--- src/sv/erg_pkg.sv ---
// Shared constants and types for the euclidean rhythm generator.
`timescale 1ns / 1ps

package erg_pkg;

    // Fixed field widths
    localparam int CNT_W        = 7;
    localparam int ROT_W        = 16;
    localparam int IDX_W        = 6;
    localparam int MAX_STEPS_DEF = 64;

    // Group lengths and counts handed from the group builder to the pattern unit
    typedef struct packed {
        logic [CNT_W-1:0] f_len;
        logic [CNT_W-1:0] f_cnt;
        logic [CNT_W-1:0] s_len;
        logic [CNT_W-1:0] s_cnt;
    } t_grp_info;

    // Sequencer commands to the pattern unit
    typedef struct packed {
        logic start;
        logic advance;
        logic finish;
    } t_pat_ctl;

    // Pattern unit status back to the sequencer
    typedef struct packed {
        logic ready;
        logic onset;
    } t_pat_sts;

endpackage

--- src/sv/erg_mod.sv ---
// Bit-serial reduction of the signed rotation modulo the step count.
`timescale 1ns / 1ps

module erg_mod (
    input  logic                      i_clk,
    input  logic                      i_rst_n,
    input  logic                      i_start,
    input  logic signed [15:0]        i_rot,
    input  logic [6:0]                i_steps,
    output logic                      o_done,
    output logic [5:0]                o_shift
);
    import erg_pkg::*;

    logic [ROT_W-1:0] r_sr, n_sr;
    logic [IDX_W-1:0] r_rem, n_rem;
    logic [4:0]       r_cnt, n_cnt;
    logic             r_busy, n_busy;
    logic [CNT_W-1:0] v_dbl;
    logic [CNT_W-1:0] v_init;

    // Horner step: remainder = 2*remainder + next bit, one compare and subtract
    always_comb begin
        n_sr   = r_sr;
        n_rem  = r_rem;
        n_cnt  = r_cnt;
        n_busy = r_busy;
        v_dbl  = {r_rem, r_sr[ROT_W-1]};
        v_init = i_steps - CNT_W'(1);
        if (i_start) begin
            // sign bit weighs -2^15: start from (-1) mod steps
            n_rem  = i_rot[ROT_W-1] ? v_init[IDX_W-1:0] : '0;
            n_sr   = i_rot;
            n_cnt  = 5'(ROT_W);
            n_busy = 1'b1;
        end else if (r_busy) begin
            n_rem  = (v_dbl >= i_steps) ? IDX_W'(v_dbl - i_steps) : v_dbl[IDX_W-1:0];
            n_sr   = {r_sr[ROT_W-2:0], 1'b0};
            n_cnt  = r_cnt - 5'd1;
            if (r_cnt == 5'd1) begin
                n_busy = 1'b0;
            end
        end
    end

    // Hold state
    always_ff @(posedge i_clk) begin
        if (!i_rst_n) begin
            r_busy <= 1'b0;
            r_cnt  <= '0;
            r_rem  <= '0;
        end else begin
            r_busy <= n_busy;
            r_cnt  <= n_cnt;
            r_rem  <= n_rem;
        end
        r_sr <= n_sr;
    end

    assign o_done  = !r_busy;
    assign o_shift = r_rem;

endmodule

--- src/sv/erg_groups.sv ---
// Bjorklund group builder: serial pairwise interleave of two group kinds.
`timescale 1ns / 1ps

module erg_groups #(
    parameter int MAX_STEPS = erg_pkg::MAX_STEPS_DEF
) (
    input  logic                  i_clk,
    input  logic                  i_rst_n,
    input  logic                  i_start,
    input  logic [6:0]            i_pulses,
    input  logic [6:0]            i_steps,
    output logic                  o_done,
    output logic [MAX_STEPS-1:0]  o_first_bits,
    output logic [MAX_STEPS-1:0]  o_second_bits,
    output erg_pkg::t_grp_info    o_info
);
    import erg_pkg::*;

    localparam logic [1:0] GP_IDLE  = 2'd0;
    localparam logic [1:0] GP_CHECK = 2'd1;
    localparam logic [1:0] GP_PASS  = 2'd2;

    logic [1:0]           r_phase, n_phase;
    logic [MAX_STEPS-1:0] r_f_bits, n_f_bits;
    logic [MAX_STEPS-1:0] r_s_bits, n_s_bits;
    logic [MAX_STEPS-1:0] r_ws, n_ws;
    logic [MAX_STEPS-1:0] r_m, n_m;
    logic [CNT_W-1:0]     r_f_len, n_f_len;
    logic [CNT_W-1:0]     r_f_cnt, n_f_cnt;
    logic [CNT_W-1:0]     r_s_len, n_s_len;
    logic [CNT_W-1:0]     r_s_cnt, n_s_cnt;
    logic [CNT_W-1:0]     r_k, n_k;
    logic [CNT_W-1:0]     v_mlen;
    logic                 v_bit;
    logic [MAX_STEPS-1:0] v_m;
    logic [MAX_STEPS-1:0] v_f;

    // Merge pass: stream first group then second group into the accumulator,
    // one bit per cycle; the first group rotates a full turn and comes back intact
    always_comb begin
        n_phase  = r_phase;
        n_f_bits = r_f_bits;
        n_s_bits = r_s_bits;
        n_ws     = r_ws;
        n_m      = r_m;
        n_f_len  = r_f_len;
        n_f_cnt  = r_f_cnt;
        n_s_len  = r_s_len;
        n_s_cnt  = r_s_cnt;
        n_k      = r_k;
        v_mlen   = r_f_len + r_s_len;
        v_bit    = (r_k < r_f_len) ? r_f_bits[0] :
                   ((r_k < v_mlen) ? r_ws[0] : 1'b0);
        v_m      = {v_bit, r_m[MAX_STEPS-1:1]};
        v_f      = {r_f_bits[0], r_f_bits[MAX_STEPS-1:1]};
        case (r_phase)
            GP_IDLE: begin
                if (i_start) begin
                    n_phase = GP_CHECK;
                    if (i_pulses == '0 || i_pulses == i_steps) begin
                        // all rests or all onsets: one group kind only
                        n_f_bits = {{(MAX_STEPS-1){1'b0}}, (i_pulses != '0)};
                        n_f_len  = CNT_W'(1);
                        n_f_cnt  = i_steps;
                        n_s_bits = '0;
                        n_s_len  = '0;
                        n_s_cnt  = '0;
                    end else begin
                        n_f_bits = MAX_STEPS'(1);
                        n_f_len  = CNT_W'(1);
                        n_f_cnt  = i_pulses;
                        n_s_bits = '0;
                        n_s_len  = CNT_W'(1);
                        n_s_cnt  = i_steps - i_pulses;
                    end
                end
            end
            GP_CHECK: begin
                // stop once at most one trailing group remains
                if (r_s_cnt > CNT_W'(1)) begin
                    n_phase = GP_PASS;
                    n_k     = '0;
                    n_ws    = r_s_bits;
                    n_m     = '0;
                end else begin
                    n_phase = GP_IDLE;
                end
            end
            GP_PASS: begin
                n_m      = v_m;
                n_f_bits = v_f;
                n_k      = r_k + CNT_W'(1);
                if (r_k >= r_f_len) begin
                    n_ws = r_ws >> 1;
                end
                if (r_k == CNT_W'(MAX_STEPS-1)) begin
                    if (r_f_cnt > r_s_cnt) begin
                        // leftover first groups become the trailing kind
                        n_s_bits = v_f;
                        n_s_len  = r_f_len;
                        n_s_cnt  = r_f_cnt - r_s_cnt;
                        n_f_cnt  = r_s_cnt;
                    end else begin
                        n_s_cnt  = r_s_cnt - r_f_cnt;
                    end
                    n_f_bits = v_m;
                    n_f_len  = v_mlen;
                    n_phase  = GP_CHECK;
                end
            end
            default: begin
                n_phase = GP_IDLE;
            end
        endcase
    end

    // Hold state
    always_ff @(posedge i_clk) begin
        if (!i_rst_n) begin
            r_phase  <= GP_IDLE;
            r_f_bits <= '0;
            r_s_bits <= '0;
            r_f_len  <= '0;
            r_f_cnt  <= '0;
            r_s_len  <= '0;
            r_s_cnt  <= '0;
            r_k      <= '0;
        end else begin
            r_phase  <= n_phase;
            r_f_bits <= n_f_bits;
            r_s_bits <= n_s_bits;
            r_f_len  <= n_f_len;
            r_f_cnt  <= n_f_cnt;
            r_s_len  <= n_s_len;
            r_s_cnt  <= n_s_cnt;
            r_k      <= n_k;
        end
        r_ws <= n_ws;
        r_m  <= n_m;
    end

    assign o_done        = (r_phase == GP_IDLE);
    assign o_first_bits  = r_f_bits;
    assign o_second_bits = r_s_bits;
    assign o_info        = '{f_len: r_f_len, f_cnt: r_f_cnt,
                             s_len: r_s_len, s_cnt: r_s_cnt};

endmodule

--- src/sv/erg_pattern.sv ---
// Pattern shift register: flatten groups, rotate within the step count, emit.
`timescale 1ns / 1ps

module erg_pattern #(
    parameter int MAX_STEPS = erg_pkg::MAX_STEPS_DEF
) (
    input  logic                  i_clk,
    input  logic                  i_rst_n,
    input  erg_pkg::t_pat_ctl     i_ctl,
    input  logic [MAX_STEPS-1:0]  i_first_bits,
    input  logic [MAX_STEPS-1:0]  i_second_bits,
    input  erg_pkg::t_grp_info    i_info,
    input  logic [6:0]            i_steps,
    input  logic [5:0]            i_shift,
    output erg_pkg::t_pat_sts     o_sts
);
    import erg_pkg::*;

    localparam logic [1:0] PT_IDLE = 2'd0;
    localparam logic [1:0] PT_FLAT = 2'd1;
    localparam logic [1:0] PT_ROT  = 2'd2;
    localparam logic [1:0] PT_EMIT = 2'd3;

    logic [1:0]           r_phase, n_phase;
    logic [MAX_STEPS-1:0] r_p, n_p;
    logic [MAX_STEPS-1:0] r_w, n_w;
    logic [CNT_W-1:0]     r_k, n_k;
    logic [CNT_W-1:0]     r_j, n_j;
    logic [CNT_W-1:0]     r_c, n_c;
    logic                 r_g, n_g;
    logic [IDX_W-1:0]     r_cnt, n_cnt;
    logic [CNT_W-1:0]     v_len;
    logic                 v_bit;
    logic [MAX_STEPS-1:0] v_shr;
    logic [MAX_STEPS-1:0] v_rot;

    // Rotate right inside the first i_steps bits: bit 0 wraps to bit steps-1
    always_comb begin
        v_shr = r_p >> 1;
        for (int b = 0; b < MAX_STEPS; b++) begin
            v_rot[b] = (CNT_W'(b) == i_steps - CNT_W'(1)) ? r_p[0] : v_shr[b];
        end
    end

    // Flatten, pre-rotate and emit sequencing
    always_comb begin
        n_phase = r_phase;
        n_p     = r_p;
        n_w     = r_w;
        n_k     = r_k;
        n_j     = r_j;
        n_c     = r_c;
        n_g     = r_g;
        n_cnt   = r_cnt;
        v_len   = r_g ? i_info.s_len : i_info.f_len;
        v_bit   = (r_k < i_steps) ? r_w[0] : 1'b0;
        case (r_phase)
            PT_IDLE: begin
                if (i_ctl.start) begin
                    n_phase = PT_FLAT;
                    n_k     = '0;
                    n_j     = '0;
                    n_c     = '0;
                    n_g     = 1'b0;
                    n_w     = i_first_bits;
                    n_p     = '0;
                end
            end
            PT_FLAT: begin
                // shift one pattern bit in from the top per cycle
                n_p = {v_bit, r_p[MAX_STEPS-1:1]};
                if (r_j == v_len - CNT_W'(1)) begin
                    n_j = '0;
                    if (!r_g && r_c == i_info.f_cnt - CNT_W'(1)) begin
                        n_g = 1'b1;
                        n_c = '0;
                        n_w = i_second_bits;
                    end else begin
                        n_c = r_c + CNT_W'(1);
                        n_w = r_g ? i_second_bits : i_first_bits;
                    end
                end else begin
                    n_j = r_j + CNT_W'(1);
                    n_w = r_w >> 1;
                end
                n_k = r_k + CNT_W'(1);
                if (r_k == CNT_W'(MAX_STEPS-1)) begin
                    n_cnt   = i_shift;
                    n_phase = (i_shift != '0) ? PT_ROT : PT_EMIT;
                end
            end
            PT_ROT: begin
                n_p   = v_rot;
                n_cnt = r_cnt - IDX_W'(1);
                if (r_cnt == IDX_W'(1)) begin
                    n_phase = PT_EMIT;
                end
            end
            PT_EMIT: begin
                if (i_ctl.advance) begin
                    n_p = v_rot;
                end
                if (i_ctl.finish) begin
                    n_phase = PT_IDLE;
                end
            end
            default: begin
                n_phase = PT_IDLE;
            end
        endcase
    end

    // Hold state
    always_ff @(posedge i_clk) begin
        if (!i_rst_n) begin
            r_phase <= PT_IDLE;
            r_k     <= '0;
            r_j     <= '0;
            r_c     <= '0;
            r_g     <= 1'b0;
            r_cnt   <= '0;
        end else begin
            r_phase <= n_phase;
            r_k     <= n_k;
            r_j     <= n_j;
            r_c     <= n_c;
            r_g     <= n_g;
            r_cnt   <= n_cnt;
        end
        r_p <= n_p;
        r_w <= n_w;
    end

    assign o_sts = '{ready: (r_phase == PT_EMIT), onset: r_p[0]};

endmodule

--- src/sv/euclidean_rhythm_generator.sv ---
// Euclidean rhythm generator top level: request checks, sequencing, result port.
// Usage:
//   Input channel (i_valid / o_ready) transfers one request: i_pulses, i_steps,
//   i_rotation (signed). Output channel (o_valid / i_ready) transfers one result
//   per step: o_onset, o_step_index, o_last, o_invalid.
//   One request is in flight at a time; o_ready is high only while idle, so the
//   next request is taken the cycle after the last result of the previous one.
//   A rejected request (steps zero, above MAX_STEPS, or pulses above steps)
//   yields one result with o_invalid and o_last set, in the cycle after the transfer.
//   A valid request: a load state, then a build phase that ends when both the
//   interleave rounds (0 to steps-2 of them, each a check and a MAX_STEPS-bit
//   merge pass) and the rotation reduction running alongside are done; then a
//   flatten pass and R rotate steps (R = rotation mod steps). Results then
//   transfer one per cycle while the receiver accepts them.
//   Merges and flatten shift one bit per cycle through MAX_STEPS-bit registers.
//   When the receiver stalls the current result is held and nothing advances.
//   Reset returns all sequencing to idle; no result is pending after reset.
`timescale 1ns / 1ps

module euclidean_rhythm_generator #(
    parameter int MAX_STEPS = erg_pkg::MAX_STEPS_DEF
) (
    input  logic               i_clk,
    input  logic               i_rst_n,
    input  logic               i_valid,
    output logic               o_ready,
    input  logic [6:0]         i_pulses,
    input  logic [6:0]         i_steps,
    input  logic signed [15:0] i_rotation,
    output logic               o_valid,
    input  logic               i_ready,
    output logic               o_onset,
    output logic [5:0]         o_step_index,
    output logic               o_last,
    output logic               o_invalid
);
    import erg_pkg::*;

    localparam logic [2:0] ST_IDLE   = 3'd0;
    localparam logic [2:0] ST_LOAD   = 3'd1;
    localparam logic [2:0] ST_BUILD  = 3'd2;
    localparam logic [2:0] ST_EMIT   = 3'd3;
    localparam logic [2:0] ST_REJECT = 3'd4;

    logic [2:0]              r_state, n_state;
    logic [CNT_W-1:0]        r_pulses;
    logic [CNT_W-1:0]        r_steps;
    logic signed [ROT_W-1:0] r_rot;
    logic [IDX_W-1:0]        r_idx, n_idx;
    logic                    w_in_xfer;
    logic                    w_out_xfer;
    logic                    w_bad;
    logic                    w_last;
    logic                    w_grp_done;
    logic                    w_mod_done;
    logic [IDX_W-1:0]        w_shift;
    logic [MAX_STEPS-1:0]    w_first_bits;
    logic [MAX_STEPS-1:0]    w_second_bits;
    t_grp_info               w_info;
    t_pat_ctl                w_ctl;
    t_pat_sts                w_sts;

    assign w_in_xfer  = i_valid & o_ready;
    assign w_out_xfer = o_valid & i_ready;
    assign w_bad      = (i_steps == '0) || (i_steps > CNT_W'(MAX_STEPS)) ||
                        (i_pulses > i_steps);
    assign w_last     = (r_state == ST_REJECT) ||
                        ({1'b0, r_idx} == r_steps - CNT_W'(1));

    // Drive pattern unit commands
    always_comb begin
        w_ctl.start   = (r_state == ST_BUILD) && w_grp_done && w_mod_done;
        w_ctl.advance = (r_state == ST_EMIT) && w_out_xfer;
        w_ctl.finish  = (r_state == ST_EMIT) && w_out_xfer && w_last;
    end

    // Sequence one request at a time
    always_comb begin
        n_state = r_state;
        n_idx   = r_idx;
        case (r_state)
            ST_IDLE: begin
                n_idx = '0;
                if (w_in_xfer) begin
                    n_state = w_bad ? ST_REJECT : ST_LOAD;
                end
            end
            ST_LOAD: begin
                n_state = ST_BUILD;
            end
            ST_BUILD: begin
                if (w_grp_done && w_mod_done) begin
                    n_state = ST_EMIT;
                end
            end
            ST_EMIT: begin
                if (w_out_xfer) begin
                    n_idx = r_idx + IDX_W'(1);
                    if (w_last) begin
                        n_state = ST_IDLE;
                        n_idx   = '0;
                    end
                end
            end
            ST_REJECT: begin
                if (w_out_xfer) begin
                    n_state = ST_IDLE;
                end
            end
            default: begin
                n_state = ST_IDLE;
            end
        endcase
    end

    // Hold control state; capture request fields on transfer
    always_ff @(posedge i_clk) begin
        if (!i_rst_n) begin
            r_state <= ST_IDLE;
            r_idx   <= '0;
        end else begin
            r_state <= n_state;
            r_idx   <= n_idx;
        end
        if (w_in_xfer) begin
            r_pulses <= i_pulses;
            r_steps  <= i_steps;
            r_rot    <= i_rotation;
        end
    end

    erg_groups #(
        .MAX_STEPS (MAX_STEPS)
    ) u_groups (
        .i_clk         (i_clk),
        .i_rst_n       (i_rst_n),
        .i_start       (r_state == ST_LOAD),
        .i_pulses      (r_pulses),
        .i_steps       (r_steps),
        .o_done        (w_grp_done),
        .o_first_bits  (w_first_bits),
        .o_second_bits (w_second_bits),
        .o_info        (w_info)
    );

    erg_mod u_mod (
        .i_clk   (i_clk),
        .i_rst_n (i_rst_n),
        .i_start (r_state == ST_LOAD),
        .i_rot   (r_rot),
        .i_steps (r_steps),
        .o_done  (w_mod_done),
        .o_shift (w_shift)
    );

    erg_pattern #(
        .MAX_STEPS (MAX_STEPS)
    ) u_pattern (
        .i_clk         (i_clk),
        .i_rst_n       (i_rst_n),
        .i_ctl         (w_ctl),
        .i_first_bits  (w_first_bits),
        .i_second_bits (w_second_bits),
        .i_info        (w_info),
        .i_steps       (r_steps),
        .i_shift       (w_shift),
        .o_sts         (w_sts)
    );

    // Result port
    assign o_ready      = (r_state == ST_IDLE);
    assign o_valid      = (r_state == ST_REJECT) || ((r_state == ST_EMIT) && w_sts.ready);
    assign o_onset      = (r_state == ST_REJECT) ? 1'b0 : w_sts.onset;
    assign o_step_index = r_idx;
    assign o_last       = w_last;
    assign o_invalid    = (r_state == ST_REJECT);

`ifndef SYNTHESIS
    a_reject_single: assert property (@(posedge i_clk) disable iff (!i_rst_n)
        (o_valid && o_invalid) |-> (o_last && !o_onset && o_step_index == '0))
        else $error("rejected request result malformed");

    a_no_overlap: assert property (@(posedge i_clk) disable iff (!i_rst_n)
        o_ready |-> !o_valid)
        else $error("result pending while taking a request");

    a_stream: assert property (@(posedge i_clk) disable iff (!i_rst_n)
        (o_valid && i_ready && !o_last) |=> o_valid)
        else $error("gap inside a result burst");

    a_end_idle: assert property (@(posedge i_clk) disable iff (!i_rst_n)
        (o_valid && i_ready && o_last) |=> o_ready)
        else $error("not idle after last transfer");

    a_build_wait: assert property (@(posedge i_clk) disable iff (!i_rst_n)
        w_ctl.start |-> (w_grp_done && w_mod_done))
        else $error("pattern started before groups and shift settled");
`endif

endmodule
--- config.mk ---
export PLATFORM = sky130hd
export DESIGN_NAME = euclidean_rhythm_generator
export DESIGN_NICKNAME = d
export VERILOG_FILES = /design/src/sv/erg_pkg.sv /design/src/sv/erg_mod.sv /design/src/sv/erg_groups.sv /design/src/sv/erg_pattern.sv /design/src/sv/euclidean_rhythm_generator.sv
export SDC_FILE = /design/constraint.sdc
export NUM_CORES = 1
export LEC_CHECK = 0
export ABC_AREA = 1
export BUFFER_PORTS_ARGS = -buffer_cell sky130_fd_sc_hd__buf_2
export CORE_ASPECT_RATIO = 0.75
export CORE_MARGIN = 2
export CORE_UTILIZATION = 30
export DETAILED_ROUTE_END_ITERATION = 10
export PLACE_DENSITY = 0.5
export SLEW_MARGIN = 25
export SYNTH_ARGS = -nofsm -noshare
export SYNTH_HDL_FRONTEND = slang
export SYNTH_SLANG_ARGS = --single-unit
--- constraint.sdc ---
create_clock -name i_clk -period 6.55 [get_ports i_clk]
set_clock_uncertainty 0.2 [all_clocks]
set_input_delay 0 -clock i_clk [delete_from_list [all_inputs] [get_ports i_clk]]
set_output_delay 0 -clock i_clk [all_outputs]
set_load 0.01 [all_outputs]
==> results.json <==
{
  "status": "completed",
  "reg2reg_depth": 12,
  "globalRouteTotalUtil_pct": 16.3,
  "dpl-instance-area_um2": 27900,
  "cts-root-buf": "clkbuf_16",
  "syn_inst": 3263,
  "antenna_found_initial": 0,
  "async_reset_ff_share_pct": 0,
  "initial_core_util_pct": 30.4,
  "synth_nets": 3384,
  "fin_nets": 3404,
  "ff2ff_setup_slack_ns": 2.79,
  "gp_congestion": 0.828,
  "fin_crit_sh_pct": 57.4,
  "num_vias": 21995,
  "final_common_cell": "nand2_1",
  "combPwrFrac_pct": 39.7,
  "rows": 94,
  "synthXorXnorAreaFrac_pct": 1.48,
  "wl_met2_um": 30700,
  "drt_pass1_iterations": 7,
  "route.detailed.drc": 0,
  "met3WireLength_um": 3470,
  "grt_max_degree": 103,
  "first_global_vias": 20791,
  "synthTopCellsByArea": "edfxtp_1 (34%), dfxtp_1 (16%), nand2_1 (13%)",
  "worstReg2RegStart": "r_steps[1]",
  "final_design_area_no_fill_um2": 30300,
  "cts_setup_buffers": 0,
  "drt-total-wl_um": 74500,
  "cts_buffers": 53,
  "synth_edf_count": 301,
  "irDropWorstVdd_mv": 0.435,
  "leakage_nw": 11.7,
  "cts_resized": 0,
  "finalHoldViolations": 0,
  "syn_to_final_growth_pct": 13.6,
  "portBuffers": 44,
  "fill_cells": 9110,
  "synth-compound-area-share_pct": 14.1,
  "final_cell_mix": "nand2_1 (941), inv_1 (346), edfxtp_1 (301)",
  "finalCriticalPeriod_ns": 3.76,
  "netlist_area_um2": 26700,
  "holdWs_ns": 0.153,
  "clock-sinks": 517,
  "synthMuxAreaShare_pct": 0.0375,
  "cap_violations": 0,
  "layout.cells.non_filler": 4479,
  "io_pins": 45,
  "setup_tns_ns": 0,
  "p_seq_share_pct": 38.5,
  "top_layer_used": "met4",
  "drt-wirelength-per-cell_um": 16.6,
  "drt_iter0_drc": 1714,
  "clock_path_buffers": 3,
  "crit_path_start": "r_steps[1]",
  "crit_arrival_ns": 3.89,
  "slew_viol_final": 0,
  "hold_class": "input pin to flip-flop",
  "synth_top_cell_area_share_pct": 33.9,
  "p_int_mw": 8.01,
  "fin_util_pct": 34.5,
  "synth.largest_area_cell": "edfxtp_1",
  "drive_above_1_share_pct": 5.83,
  "path_class": "flip-flop to flip-flop",
  "ys_seq_area_share_pct": 50.1,
  "swShare_pct": 42.7,
  "synth-simple-area-share_pct": 22.1,
  "timing.slew.headroom_pct": 31.0,
  "ys_types": 48,
  "fmax_ghz": 0.266,
  "core_area_um2": 87900,
  "vias_per_cell": 4.91,
  "end_kind": "flip-flop",
  "yosysWarnings": 0,
  "synth_area_per_cell_um2": 8.17,
  "setup_viol_count_final": 0,
  "rsz0062_at_grt": "false",
  "power.switching_mw": 5.98,
  "synth_top_family_by_area": "simple AND/OR/NAND/NOR gates",
  "cp_max_fo": 17,
  "tightestPinTransition_ns": 1.03,
  "die-area_um2": 91300,
  "drt-met1-wl_um": 39300,
  "die_width_um": 348,
  "ys_ff_latch": 517,
  "grt_first_pass_wirelength_um": 120000,
  "fp.dieH_um": 262,
  "antenna_cells": 0,
  "power_density_nw_per_um2": 462,
  "synthAdderAreaFrac_pct": 4.22,
  "crit_end": "u_pattern.r_p[22]",
  "critical_path.startpoint_type": "flip-flop",
  "clockPowerShare_pct": 21.7,
  "clk_latency_ns": 0.63,
  "h-tree-depth": 2,
  "synth_flop_cell": "edfxtp_1",
  "cts.clk_slew.worst_paths_ns": 0.07,
  "cp.required_ns": 6.68,
  "drtAntennaViolNets": 0,
  "timing.rr.end": "u_pattern.r_p[22]",
  "hpwl_um": 44100,
  "grt-ovfl-total": 0,
  "placed_cells": 4316,
  "cts_tree": "yes"
}
[metrics by stage]
stage,worst slack (ns),power (mW)
after floorplan,1.50,9.15
after global placement,2.79,11.0
after detailed placement,2.81,10.9
after CTS,2.79,14.1
after global routing,2.49,15.0
final,2.79,14.0
[worst min path at each step]
stage | cells past startpoint | end | start
after floorplan | 0 | r_pulses[0] | i_pulses[0]
after global placement | 1 | r_rot[10] | i_rotation[10]
after detailed placement | 1 | r_rot[10] | i_rotation[10]
after CTS | 6 | r_state[1] | i_valid
after global routing | 6 | r_state[1] | i_valid
final | 6 | r_state[1] | i_valid
[cells in the mapped netlist (3+ instances only)]
cell type / n
nand2_1: 945
inv_1: 348
edfxtp_1: 301
a21oi_1: 289
nand3_1: 266
dfxtp_1: 216
nor2_1: 166
o21ai_0: 138
clkbuf_1: 111
ha_1: 82
o211ai_1: 71
o221ai_1: 47
buf_2: 40
xor2_1: 35
o21bai_1: 34
nand4_1: 18
a211oi_1: 15
nor3_1: 14
buf_1: 13
a31oi_1: 11
a22oi_1: 10
xnor2_1: 10
buf_4: 7
clkinv_1: 7
inv_2: 7
nor2_2: 6
or2_2: 6
fa_1: 5
nand3b_1: 5
o21ai_1: 5
o22ai_1: 4
a21o_1: 3
and3_1: 3
buf_6: 3
o21a_1: 3
[metal layers]
layer / track usage, % / vias to the layer above
met5: 0 / -
met1: 25.0 / 10461
met3: 2.02 / 77
li1: - / 10973
met2: 24.3 / 484
met4: 3.32 / 0
[cells by family (layout without fill, tap and decap cells)]
family | Yosys count | in the layout
AND/OR/NAND/NOR | 1439 | 1439
AO/OA/AOI/OAI | 638 | 638
buffers and inverters | 536 | 600
flip-flops | 517 | 517
adder cells (fa/ha/maj) | 87 | 87
XOR/XNOR | 45 | 45
multiplexers | 1 | 1
[critical path, stage by stage (launching register included)]
cell and delay, ns:
edfxtp_1 0.56, inv_1 0.31, ha_1 0.27, nand2_1 0.11, nor2_1 0.14, nand3_1 0.10
xor2_1 0.18, nor2_1 0.14, nand2_1 0.43, inv_1 0.67, nand3_1 0.15, nand3_1 0.13
a21oi_1 0.07
[power groups by stage]
| stage | clock (mW) | combinational [mW] | sequential, mW |
|---|---|---|---|
| global placement | 0 | 5.53 | 5.44 |
| finish | 3.04 | 5.55 | 5.39 |
| detailed placement | 0 | 5.52 | 5.43 |
| CTS | 3.13 | 5.57 | 5.38 |
| global route | 3.25 | 6.21 | 5.49 |
| floorplan | 0 | 3.81 | 5.34 |
[repair_timing]
item,in CTS,in global routing
hold buffers,64,0
endpoints found under the setup margin,0,0
hold endpoints to repair,115,0
[final cells by class]
cell class | count | area [um^2] | area share (%)
Clock inverter | 25 | 201 | 0.665
Clock buffer | 74 | 1500 | 4.95
Sequential cell | 517 | 13400 | 44.1
Timing Repair Buffer | 139 | 1120 | 3.69
Tap cell | 1152 | 1440 | 4.76
Multi-Input combinational cell | 2210 | 11300 | 37.3
Inverter | 362 | 1370 | 4.52
[flip-flops by register name, summed over array words and instances, names as in the netlist, 16 cells and up]
register / cells
u_groups.r_ws: 64
u_pattern.r_w: 64
u_groups.r_m: 63
u_pattern.r_p: 64
u_groups.o_second_bits: 64
u_mod.r_sr: 16
u_groups.o_first_bits: 64
r_rot: 16
(Power assumes the default switching activity.)
